### config.mk
export PLATFORM = sky130hd
export DESIGN_NAME = lane_blob_tracker_steer_flat
export DESIGN_NICKNAME = d
export VERILOG_FILES = /design/src/lbts_pkg.sv /design/src/lbts_if.sv /design/src/lbts_root.sv /design/src/lbts_datapath.sv /design/src/lbts_ctrl.sv /design/src/lane_blob_tracker_steer.sv /design/src/flat_wrapper.sv
export SDC_FILE = /design/constraint.sdc
export NUM_CORES = 2
export LEC_CHECK = 0
export BUFFER_PORTS_ARGS = -buffer_cell sky130_fd_sc_hd__buf_2
export CORE_AREA = 4 4 285 287
export DETAILED_ROUTE_END_ITERATION = 12
export DIE_AREA = 0 0 289 291
export PLACE_DENSITY = 0.65
export SLEW_MARGIN = 20
export SYNTH_ARGS = -nofsm -noshare
export SYNTH_HDL_FRONTEND = slang
export SYNTH_SLANG_ARGS = --single-unit
### constraint.sdc
create_clock -name clk -period 7.7 [get_ports clk]
set_clock_uncertainty 0.15 [all_clocks]
set_input_delay 0.385 -clock clk [delete_from_list [all_inputs] [get_ports clk]]
set_output_delay 0.385 -clock clk [all_outputs]
set_load 0.01 [all_outputs]
### src/lbts_pkg.sv
`timescale 1ns / 1ps
// ----------------------------------------------------------------------------
// lbts_pkg
// Shared widths, register indexes, reset values and control structs of the
// lane blob tracker.
// ----------------------------------------------------------------------------
package lbts_pkg;

	localparam int IMAGE_WIDTH  = 640;
	localparam int IMAGE_HEIGHT = 128;

	// field widths
	localparam int XW    = 10;   // x coordinates, box left, box width
	localparam int YW    = 8;    // tracked y and box height
	localparam int TOPW  = 7;    // box top
	localparam int DW    = 8;    // distance values that can ever be taken
	localparam int RADW  = 21;   // squared distance
	localparam int ERRW  = 11;
	localparam int DRVW  = 12;
	localparam int GAINW = 16;
	localparam int CIDXW = 3;
	localparam int CDATW = 16;

	// configuration register indexes
	localparam logic [CIDXW-1:0] CFG_DIST_LIMIT  = 3'd0;
	localparam logic [CIDXW-1:0] CFG_BOTTOM      = 3'd1;
	localparam logic [CIDXW-1:0] CFG_OFFSET      = 3'd2;
	localparam logic [CIDXW-1:0] CFG_BASE_SPEED  = 3'd3;
	localparam logic [CIDXW-1:0] CFG_GAIN        = 3'd4;

	// register reset values
	localparam logic [7:0]       DIST_LIMIT_RST = 8'd120;
	localparam logic [7:0]       BOTTOM_RST     = 8'd60;
	localparam logic [XW-1:0]    OFFSET_RST     = 10'd320;
	localparam logic [XW-1:0]    BASE_RST       = 10'd100;
	localparam logic [GAINW-1:0] GAIN_RST       = 16'd20972;

	// tracked center reset values
	localparam logic [XW-1:0] LEFT_X_RST  = XW'(IMAGE_WIDTH / 4);
	localparam logic [XW-1:0] RIGHT_X_RST = XW'(3 * IMAGE_WIDTH / 4);
	localparam logic [YW-1:0] CENTER_Y_RST = 8'd45;

	// controller to datapath
	typedef struct packed {
		logic ready;       // input channel ready
		logic sum;         // add squares, load root units
		logic root_step;   // two root bits per side
		logic update;      // compare and move tracked centers
		logic mult;        // lane error times gain
		logic emit;        // load output register, clear bests
	} lbts_cmd_t;

	// datapath to controller
	typedef struct packed {
		logic in_valid;
		logic in_box;
		logic in_last;
		logic last_q;
		logic out_free;
	} lbts_status_t;

endpackage

### src/lbts_if.sv
`timescale 1ns / 1ps
// ----------------------------------------------------------------------------
// lbts_box_if / lbts_steer_if
// Valid/ready channels for blob boxes in and steering results out.
// ----------------------------------------------------------------------------
interface lbts_box_if;
	import lbts_pkg::*;

	logic            valid;
	logic            ready;
	logic            box_valid;
	logic [XW-1:0]   box_left;
	logic [TOPW-1:0] box_top;
	logic [XW-1:0]   box_width;
	logic [YW-1:0]   box_height;
	logic            last_box;

	modport source (output valid, box_valid, box_left, box_top, box_width, box_height,
		last_box, input ready);
	modport sink (input valid, box_valid, box_left, box_top, box_width, box_height,
		last_box, output ready);
endinterface

interface lbts_steer_if;
	import lbts_pkg::*;

	logic                   valid;
	logic                   ready;
	logic [XW-1:0]          left_center_x;
	logic [XW-1:0]          right_center_x;
	logic signed [ERRW-1:0] lane_error;
	logic signed [DRVW-1:0] left_drive;
	logic signed [DRVW-1:0] right_drive;

	modport source (output valid, left_center_x, right_center_x, lane_error, left_drive,
		right_drive, input ready);
	modport sink (input valid, left_center_x, right_center_x, lane_error, left_drive,
		right_drive, output ready);
endinterface

### src/lbts_root.sv
`timescale 1ns / 1ps
// ----------------------------------------------------------------------------
// lbts_root
// Iterative floor square root, two result bits per step, 8-bit result.
// Radicands of 2^16 and above only raise the far flag.
// ----------------------------------------------------------------------------
module lbts_root
	import lbts_pkg::*;
(
	input  logic            clk,
	input  logic            load,
	input  logic            step,
	input  logic [RADW-1:0] rad,
	output logic [DW-1:0]   root,
	output logic            far
);

	logic [15:0]   v_q;
	logic [11:0]   rem_q;
	logic [DW-1:0] root_q;
	logic          far_q;

	logic [11:0]   rem_n;
	logic [DW-1:0] root_n;
	logic [15:0]   v_n;
	logic [11:0]   trial;

	// two restoring digit steps
	always_comb begin
		rem_n  = rem_q;
		root_n = root_q;
		v_n    = v_q;
		trial  = '0;
		for (int i = 0; i < 2; i++) begin
			rem_n = {rem_n[9:0], v_n[15:14]};
			v_n   = {v_n[13:0], 2'b00};
			trial = {2'b00, root_n, 2'b01};
			if (rem_n >= trial) begin
				rem_n  = rem_n - trial;
				root_n = {root_n[DW-2:0], 1'b1};
			end else begin
				root_n = {root_n[DW-2:0], 1'b0};
			end
		end
	end

	always_ff @(posedge clk) begin
		if (load) begin
			rem_q  <= '0;
			root_q <= '0;
			v_q    <= rad[15:0];
			far_q  <= |rad[RADW-1:16];
		end else if (step) begin
			rem_q  <= rem_n;
			root_q <= root_n;
			v_q    <= v_n;
		end
	end

	assign root = root_q;
	assign far  = far_q;

endmodule

### src/lbts_datapath.sv
`timescale 1ns / 1ps
// ----------------------------------------------------------------------------
// lbts_datapath
// Box center rounding, squared distances, tracked centers, config registers
// and steering arithmetic with the output register.
// ----------------------------------------------------------------------------
module lbts_datapath
	import lbts_pkg::*;
(
	input  logic               clk,
	input  logic               arst_n,
	input  lbts_cmd_t          cmd,
	output lbts_status_t       status,
	input  logic               cfg_we,
	input  logic [CIDXW-1:0]   cfg_index,
	input  logic [CDATW-1:0]   cfg_wdata,
	lbts_box_if.sink           box_in,
	lbts_steer_if.source       steer_out
);

	// configuration
	logic [7:0]       dist_limit_q;
	logic [7:0]       bottom_q;
	logic [XW-1:0]    offset_q;
	logic [XW-1:0]    base_q;
	logic [GAINW-1:0] gain_q;

	// tracking state
	logic [XW-1:0] left_x_q, right_x_q;
	logic [YW-1:0] left_y_q, right_y_q;
	logic [DW-1:0] left_best_q, right_best_q;
	logic          left_found_q, right_found_q;

	// current box
	logic [XW-1:0] bx_q;
	logic [YW-1:0] by_q;
	logic          low_q;
	logic          last_q;
	logic [19:0]   lsqx_q, rsqx_q;
	logic [15:0]   lsqy_q, rsqy_q;

	// steering
	logic signed [ERRW-1:0] err_q;
	logic signed [27:0]     prod_q;
	logic                   out_valid_q;

	logic [11:0]   sx;
	logic [10:0]   fx, rx;
	logic [8:0]    sy;
	logic [7:0]    fy;
	logic [8:0]    ry;
	logic [XW-1:0] bx;
	logic [YW-1:0] by;
	logic [XW-1:0] ldx, rdx;
	logic [YW-1:0] ldy, rdy;
	logic          in_fire;

	logic [DW-1:0] lroot, rroot;
	logic          lfar, rfar;
	logic          ltake, rtake;

	logic [XW-1:0]          mid;
	logic signed [ERRW:0]   err_w;
	logic signed [ERRW-1:0] err;
	logic signed [28:0]     base_sh, lsum, rsum;
	logic signed [12:0]     ltz, rtz;

	assign in_fire = box_in.valid & cmd.ready;
	assign box_in.ready = cmd.ready;

	// box center, rounded half to even, saturated
	always_comb begin
		sx = {1'b0, box_in.box_left, 1'b0} + {2'b00, box_in.box_width};
		fx = sx[11:1];
		rx = fx + 11'(sx[0] & fx[0]);
		bx = (rx > 11'd1023) ? 10'd1023 : rx[XW-1:0];
		sy = {1'b0, box_in.box_top, 1'b0} + {1'b0, box_in.box_height};
		fy = sy[8:1];
		ry = {1'b0, fy} + 9'(sy[0] & fy[0]);
		by = ry[8] ? 8'd255 : ry[YW-1:0];
		ldx = (bx > left_x_q) ? bx - left_x_q : left_x_q - bx;
		rdx = (bx > right_x_q) ? bx - right_x_q : right_x_q - bx;
		ldy = (by > left_y_q) ? by - left_y_q : left_y_q - by;
		rdy = (by > right_y_q) ? by - right_y_q : right_y_q - by;
	end

	// capture box and squared offsets at the input transfer
	always_ff @(posedge clk) begin
		if (in_fire) begin
			bx_q   <= bx;
			by_q   <= by;
			low_q  <= ({2'b00, box_in.box_top} + {1'b0, box_in.box_height}) > {1'b0, bottom_q};
			last_q <= box_in.last_box;
			lsqx_q <= {10'd0, ldx} * {10'd0, ldx};
			rsqx_q <= {10'd0, rdx} * {10'd0, rdx};
			lsqy_q <= {8'd0, ldy} * {8'd0, ldy};
			rsqy_q <= {8'd0, rdy} * {8'd0, rdy};
		end
	end

	lbts_root u_root_l (
		.clk  (clk),
		.load (cmd.sum),
		.step (cmd.root_step),
		.rad  ({1'b0, lsqx_q} + {5'd0, lsqy_q}),
		.root (lroot),
		.far  (lfar)
	);

	lbts_root u_root_r (
		.clk  (clk),
		.load (cmd.sum),
		.step (cmd.root_step),
		.rad  ({1'b0, rsqx_q} + {5'd0, rsqy_q}),
		.root (rroot),
		.far  (rfar)
	);

	// acceptance per side
	assign ltake = !lfar && (!left_found_q || lroot < left_best_q) && low_q
		&& lroot < dist_limit_q;
	assign rtake = !rfar && (!right_found_q || rroot < right_best_q) && low_q
		&& rroot < dist_limit_q;

	// tracking state and configuration
	always_ff @(posedge clk or negedge arst_n) begin
		if (!arst_n) begin
			dist_limit_q  <= DIST_LIMIT_RST;
			bottom_q      <= BOTTOM_RST;
			offset_q      <= OFFSET_RST;
			base_q        <= BASE_RST;
			gain_q        <= GAIN_RST;
			left_x_q      <= LEFT_X_RST;
			right_x_q     <= RIGHT_X_RST;
			left_y_q      <= CENTER_Y_RST;
			right_y_q     <= CENTER_Y_RST;
			left_best_q   <= '0;
			right_best_q  <= '0;
			left_found_q  <= 1'b0;
			right_found_q <= 1'b0;
		end else begin
			if (cfg_we) begin
				case (cfg_index)
					CFG_DIST_LIMIT: dist_limit_q <= cfg_wdata[7:0];
					CFG_BOTTOM:     bottom_q     <= cfg_wdata[7:0];
					CFG_OFFSET:     offset_q     <= cfg_wdata[XW-1:0];
					CFG_BASE_SPEED: base_q       <= cfg_wdata[XW-1:0];
					CFG_GAIN:       gain_q       <= cfg_wdata;
					default: ;
				endcase
			end
			if (cmd.update) begin
				if (ltake) begin
					left_x_q     <= bx_q;
					left_y_q     <= by_q;
					left_best_q  <= lroot;
					left_found_q <= 1'b1;
				end
				if (rtake) begin
					right_x_q     <= bx_q;
					right_y_q     <= by_q;
					right_best_q  <= rroot;
					right_found_q <= 1'b1;
				end
			end
			if (cmd.emit) begin
				left_best_q   <= '0;
				right_best_q  <= '0;
				left_found_q  <= 1'b0;
				right_found_q <= 1'b0;
			end
		end
	end

	// lane error and scaled error
	always_comb begin
		mid   = 10'(({1'b0, left_x_q} + {1'b0, right_x_q}) >> 1);
		err_w = $signed({2'b00, mid}) - $signed({2'b00, offset_q});
		err   = err_w[ERRW-1:0];
	end

	always_ff @(posedge clk) begin
		if (cmd.mult) begin
			err_q  <= err;
			prod_q <= 28'(err) * 28'($signed({1'b0, gain_q}));
		end
	end

	// drives: add base on the left, subtract it on the right, truncate toward zero, saturate
	always_comb begin
		base_sh = $signed({3'b000, base_q, 16'd0});
		lsum    = 29'(prod_q) + base_sh;
		rsum    = 29'(prod_q) - base_sh;
		ltz     = lsum[28] ? 13'((lsum + 29'sd65535) >>> 16) : 13'(lsum >>> 16);
		rtz     = rsum[28] ? 13'((rsum + 29'sd65535) >>> 16) : 13'(rsum >>> 16);
	end

	// output register
	always_ff @(posedge clk or negedge arst_n) begin
		if (!arst_n) begin
			out_valid_q <= 1'b0;
		end else if (cmd.emit) begin
			out_valid_q <= 1'b1;
		end else if (steer_out.ready) begin
			out_valid_q <= 1'b0;
		end
	end

	always_ff @(posedge clk) begin
		if (cmd.emit) begin
			steer_out.left_center_x  <= left_x_q;
			steer_out.right_center_x <= right_x_q;
			steer_out.lane_error     <= err_q;
			steer_out.left_drive     <= (ltz > 13'sd2047) ? 12'sd2047 :
				(ltz < -13'sd2048) ? -12'sd2048 : ltz[DRVW-1:0];
			steer_out.right_drive    <= (rtz > 13'sd2047) ? 12'sd2047 :
				(rtz < -13'sd2048) ? -12'sd2048 : rtz[DRVW-1:0];
		end
	end

	assign steer_out.valid = out_valid_q;

	assign status.in_valid = box_in.valid;
	assign status.in_box   = box_in.box_valid;
	assign status.in_last  = box_in.last_box;
	assign status.last_q   = last_q;
	assign status.out_free = !out_valid_q || steer_out.ready;

	// tracked centers only move on an update
	a_center_hold: assert property (@(posedge clk) disable iff (!arst_n)
		!cmd.update |=> $stable(left_x_q) && $stable(right_x_q))
		else $error("tracked center moved outside update");

	// a result clears both bests
	a_best_clear: assert property (@(posedge clk) disable iff (!arst_n)
		cmd.emit |=> !left_found_q && !right_found_q)
		else $error("bests not cleared at frame end");

	// a waiting result holds its payload
	a_out_hold: assert property (@(posedge clk) disable iff (!arst_n)
		steer_out.valid && !steer_out.ready |=> steer_out.valid
		&& $stable(steer_out.lane_error) && $stable(steer_out.left_drive)
		&& $stable(steer_out.right_drive))
		else $error("result changed while waiting");

endmodule

### src/lbts_ctrl.sv
`timescale 1ns / 1ps
// ----------------------------------------------------------------------------
// lbts_ctrl
// Sequencer: box capture, radicand sum, four root steps, update, then the
// steering multiply and result at frame end.
// ----------------------------------------------------------------------------
module lbts_ctrl
	import lbts_pkg::*;
(
	input  logic         clk,
	input  logic         arst_n,
	input  lbts_status_t status,
	output lbts_cmd_t    cmd
);

	typedef enum logic [2:0] {
		S_IDLE,
		S_SUM,
		S_ROOT,
		S_UPD,
		S_MUL,
		S_FIN
	} state_t;

	state_t     state_q;
	logic [1:0] step_q;

	// state and root step count
	always_ff @(posedge clk or negedge arst_n) begin
		if (!arst_n) begin
			state_q <= S_IDLE;
			step_q  <= '0;
		end else begin
			case (state_q)
				S_IDLE: begin
					if (status.in_valid) begin
						if (status.in_box)
							state_q <= S_SUM;
						else if (status.in_last)
							state_q <= S_MUL;
					end
				end
				S_SUM: begin
					state_q <= S_ROOT;
					step_q  <= '0;
				end
				S_ROOT: begin
					step_q <= step_q + 2'd1;
					if (step_q == 2'd3)
						state_q <= S_UPD;
				end
				S_UPD: begin
					state_q <= status.last_q ? S_MUL : S_IDLE;
				end
				S_MUL: begin
					state_q <= S_FIN;
				end
				S_FIN: begin
					if (status.out_free)
						state_q <= S_IDLE;
				end
				default: state_q <= S_IDLE;
			endcase
		end
	end

	// commands
	always_comb begin
		cmd           = '0;
		cmd.ready     = (state_q == S_IDLE);
		cmd.sum       = (state_q == S_SUM);
		cmd.root_step = (state_q == S_ROOT);
		cmd.update    = (state_q == S_UPD);
		cmd.mult      = (state_q == S_MUL);
		cmd.emit      = (state_q == S_FIN) && status.out_free;
	end

	// the root runs exactly four steps
	a_root_len: assert property (@(posedge clk) disable iff (!arst_n)
		state_q == S_SUM |=> ##4 state_q == S_UPD)
		else $error("root step count wrong");

	// a box that ends no frame returns straight to idle
	a_no_result: assert property (@(posedge clk) disable iff (!arst_n)
		(state_q == S_UPD && !status.last_q) |=> state_q == S_IDLE)
		else $error("result sequence without frame end");

	// an empty frame end goes straight to the multiply
	a_empty_end: assert property (@(posedge clk) disable iff (!arst_n)
		(cmd.ready && status.in_valid && !status.in_box && status.in_last)
		|=> state_q == S_MUL)
		else $error("empty frame end not handled");

endmodule

### src/lane_blob_tracker_steer.sv
`timescale 1ns / 1ps
// ----------------------------------------------------------------------------
// lane_blob_tracker_steer
// Tracks left and right lane centers from blob boxes and emits lane error
// and drive values at each frame end.
// ----------------------------------------------------------------------------
// Sequence: a box item runs capture, sum, 4 root steps and update; a
//   frame-end item adds multiply and result load, an empty frame end runs
//   capture, multiply and load; the load waits for a free output register.
// Throughput: one item at a time, set by the 2-bit-per-cycle square root.
// Reset: arst_n clears config to defaults, centers to (160,45)/(480,45),
//   bests to none found, and empties the output register.
module lane_blob_tracker_steer
	import lbts_pkg::*;
(
	input  logic             clk,
	input  logic             arst_n,
	input  logic             cfg_we,
	input  logic [CIDXW-1:0] cfg_index,
	input  logic [CDATW-1:0] cfg_wdata,
	lbts_box_if.sink         box_in,
	lbts_steer_if.source     steer_out
);

	lbts_cmd_t    cmd;
	lbts_status_t status;

	lbts_ctrl u_ctrl (
		.clk    (clk),
		.arst_n (arst_n),
		.status (status),
		.cmd    (cmd)
	);

	lbts_datapath u_dp (
		.clk       (clk),
		.arst_n    (arst_n),
		.cmd       (cmd),
		.status    (status),
		.cfg_we    (cfg_we),
		.cfg_index (cfg_index),
		.cfg_wdata (cfg_wdata),
		.box_in    (box_in),
		.steer_out (steer_out)
	);

endmodule
### src/flat_wrapper.sv
// flat-port wrapper written by rule: the top's interface ports become plain ports
module lane_blob_tracker_steer_flat import lbts_pkg::*;
  (clk, arst_n, cfg_we, cfg_index, cfg_wdata, box_in_valid, box_in_box_valid, box_in_box_left, box_in_box_top, box_in_box_width, box_in_box_height, box_in_last_box, box_in_ready, steer_out_valid, steer_out_left_center_x, steer_out_right_center_x, steer_out_lane_error, steer_out_left_drive, steer_out_right_drive, steer_out_ready);
  lbts_box_if box_in_i ();
  lbts_steer_if steer_out_i ();
  input  logic clk;
  input  logic arst_n;
  input  logic cfg_we;
  input  logic [CIDXW-1:0] cfg_index;
  input  logic [CDATW-1:0] cfg_wdata;
  input wire logic [$bits(box_in_i.valid)-1:0] box_in_valid;
  input wire logic [$bits(box_in_i.box_valid)-1:0] box_in_box_valid;
  input wire logic [$bits(box_in_i.box_left)-1:0] box_in_box_left;
  input wire logic [$bits(box_in_i.box_top)-1:0] box_in_box_top;
  input wire logic [$bits(box_in_i.box_width)-1:0] box_in_box_width;
  input wire logic [$bits(box_in_i.box_height)-1:0] box_in_box_height;
  input wire logic [$bits(box_in_i.last_box)-1:0] box_in_last_box;
  output wire logic [$bits(box_in_i.ready)-1:0] box_in_ready;
  output wire logic [$bits(steer_out_i.valid)-1:0] steer_out_valid;
  output wire logic [$bits(steer_out_i.left_center_x)-1:0] steer_out_left_center_x;
  output wire logic [$bits(steer_out_i.right_center_x)-1:0] steer_out_right_center_x;
  output wire logic [$bits(steer_out_i.lane_error)-1:0] steer_out_lane_error;
  output wire logic [$bits(steer_out_i.left_drive)-1:0] steer_out_left_drive;
  output wire logic [$bits(steer_out_i.right_drive)-1:0] steer_out_right_drive;
  input wire logic [$bits(steer_out_i.ready)-1:0] steer_out_ready;
  assign box_in_i.valid = box_in_valid;
  assign box_in_i.box_valid = box_in_box_valid;
  assign box_in_i.box_left = box_in_box_left;
  assign box_in_i.box_top = box_in_box_top;
  assign box_in_i.box_width = box_in_box_width;
  assign box_in_i.box_height = box_in_box_height;
  assign box_in_i.last_box = box_in_last_box;
  assign box_in_ready = box_in_i.ready;
  assign steer_out_valid = steer_out_i.valid;
  assign steer_out_left_center_x = steer_out_i.left_center_x;
  assign steer_out_right_center_x = steer_out_i.right_center_x;
  assign steer_out_lane_error = steer_out_i.lane_error;
  assign steer_out_left_drive = steer_out_i.left_drive;
  assign steer_out_right_drive = steer_out_i.right_drive;
  assign steer_out_i.ready = steer_out_ready;
  lane_blob_tracker_steer u_core (.clk(clk), .arst_n(arst_n), .cfg_we(cfg_we), .cfg_index(cfg_index), .cfg_wdata(cfg_wdata), .box_in(box_in_i), .steer_out(steer_out_i));
endmodule
==> results_dict.tcl <==
set metrics [dict create \
    finalWirelength_um 93940 \
    ys_seq_area_share_pct 27.31 \
    antenna_found_initial 1 \
    violations "setup timing" \
    worstPathArrival_ns 9.02 \
    grt_pass1_vias 30270 \
    viasPerCell 5.157 \
    finish.utilization_pct 61.25 \
    rsz0062_at_grt "true" \
    drcViolationCount 0 \
    track_usage_pct 22.33 \
    tritoncts "yes" \
    ys_seq_elements 364 \
    synthFlopType "edfxtp_1" \
    setup_viol 36 \
    syn_inst 3820 \
    start_util_pct 46.83 \
    syn_area_per_cell_um2 9.638 \
    ys_warn_count 0 \
    hp-class "input port to flip-flop" \
    fp.dieW_um 289 \
    htree_levels 2 \
    die_y_um 291 \
    fin_ws_ns -1.158 \
    period_share_pct 115.0 \
    synth_top_area_share_pct 17.62 \
    synth_cell_types 91 \
    avgRoutedWirePerCell_um 16.49 \
    synth_edf_count 216 \
    drv_cap 0 \
    synth_common_cells "inv_1, ha_1, nand2_1" \
    portBuffers 117 \
    reg2reg_setup_slack_ns -0.47 \
    n_antenna_cell 0 \
    max_stage_delay_ns 0.57 \
    drtIter0Drc 1533 \
    status "finished, violations left" \
    synthToLayoutAreaGrowth_pct 30.79 \
    cts_buffers 43 \
    start_kind "input port" \
    finalInstanceArea_um2 48150 \
    vias 29390 \
    cts_root_buffer "clkbuf_16" \
    io_pins 118 \
    finalCriticalPeriod_ns 8.858 \
    grt_overflow_total 0 \
    fmax_mhz 112.9 \
    gp_congestion 0.9142 \
    finalHoldViolCount 0 \
    dieArea_um2 84100 \
    crit_path_top_delay_cell "fa_2" \
    rows 103 \
    drive_gt1_share_pct 31.80 \
    clk_latency_ns 0.60 \
    path_clk_slew_ns 0.06 \
    dp_hpwl_um 72840 \
    slew_viol_final 0 \
    synth_top_area_cell "edfxtp_1" \
    grt_pass1_wl_um 153700 \
    syn-num-nets 4650 \
    critPathKind "input port to flip-flop" \
    synthTopCellsByArea "edfxtp_1, ha_1, fa_1" \
    place_area_um2 43610 \
    maxSlewHeadroom_pct 28.15 \
    crit_path_max_fanout 6 \
    netlist_area_um2 36820 \
    ant_nets 0 \
    synth.most_common_cell "inv_1" \
    cts_sinks 364 \
    cts_buffer_depth 3 \
    tightest_slew_ns 1.067 \
    dr.pass1.iters 7 \
    ys_async_sr_fraction_pct 30.77 \
    fin_nets 5443 \
    fin_hold_ws_ns 0.04627 \
    grt_start_max_net_pins 69 \
    cp-end-kind "flip-flop" \
    crit_required_ns 7.87 \
    coreArea_um2 78610 \
]
-- layer usage --
metal	track usage (%)	share of wire, %
met5	0	0
met2	38.83	49
met4	4.198	1.7
met3	2.561	4.6
met1	30.31	44
-- cells by family after synthesis --
group	synth area share (%)
AOI/OAI and AO/OA	11.82
xor gates and xnor gates	6.117
adders and majority gates	31.97
buffers and inverters	7.049
and+or+nand+nor	12.40
muxes	3.337
DFF	27.31
-- final timing paths --
kind                                                      from                                       endpoint  cells past startpoint
hold reg to reg                 u_core.u_dp.err_q[3]$_DFFE_PP_  u_core.u_dp.steer_out.lane_error[3]$_DFFE_PP_                      0
setup / recovery                            box_in_box_left[0]               u_core.u_dp.lsqx_q[19]$_DFFE_PP_                     44
setup reg to reg           u_core.u_dp.left_x_q[0]$_DFFE_PN0P_               u_core.u_dp.prod_q[27]$_DFFE_PP_                     35
max in group asynchronous                               arst_n         u_core.u_dp.left_best_q[5]$_DFFE_PN0P_                      3
hold / removal                                    cfg_wdata[1]            u_core.u_dp.bottom_q[1]$_DFFE_PN0P_                      3
min in group asynchronous                               arst_n            u_core.u_dp.offset_q[9]$_DFFE_PN0P_                      2
-- critical path, delay by kind of cell --
family	cells	cell delay [ns]
xor+xnor	2	0.21
buf+inv	9	0.74
compound gates	14	2.40
simple gates	8	1.08
fa+ha+maj	11	4.21
-- stage by stage --
stage	setup TNS (ns)	instances	setup slack, ns
2_1_floorplan	-26.33	3820	-1.728
3_3_place_gp	-49.12	5489	-1.957
3_5_place_dp	-54.05	5489	-2.155
4_1_cts	-15.26	5667	-1.004
5_1_grt	-30.53	5698	-1.472
6_report	-18.36	5698	-1.158
-- timing repair --
item	CTS	global route
hold buffers	17	0
pin swaps	233	239
setup buffers	110	54
setup endpoints to repair	46	56
resized for setup	250	208
gates cloned	0	0
hold endpoints to repair	54	0
-- layout by cell type, fill, tap and decap left out, drive strengths merged, types with 47 or more instances in the layout --
cell      n
xnor2   170
buf     817
fa      286
o21bai   47
ha      483
a21o     70
nor3     47
nand2b   49
nor2b    74
clkbuf   49
inv     605
a21oi   186
nor2    246
o21ai   186
edfxtp  216
dfrtp    77
and2     74
nand2   292
xor2     82
mux2     78
-- final cells by class --
class / instances / area (µm²)
Sequential cell: 364 / 10060
Inverter: 603 / 2288
Tap cell: 1050 / 1314
Clock buffer: 49 / 1140
Multi-Input combinational cell: 2767 / 26730
Fill cell: 6449 / 30460
Timing Repair Buffer: 834 / 6294
Clock inverter: 31 / 327.8
-- registers in the layout (all words and copies together), names as in the netlist, 11 cells and up --
register / cells
u_core.u_dp.prod_q: 28
u_core.u_dp.lsqx_q: 19
u_core.u_dp.rsqx_q: 19
u_core.u_dp.gain_q: 16
u_core.u_dp.u_root_l.v_q: 16
u_core.u_dp.u_root_r.v_q: 16
u_core.u_dp.lsqy_q: 15
u_core.u_dp.rsqy_q: 15
u_core.u_dp.steer_out.left_drive: 12
u_core.u_dp.steer_out.right_drive: 12
u_core.u_dp.err_q: 11
u_core.u_dp.steer_out.lane_error: 11
Power is left out: the tool's default activity adds up to more than one toggle a clock period on the data nets, which glitch-free logic cannot reach.
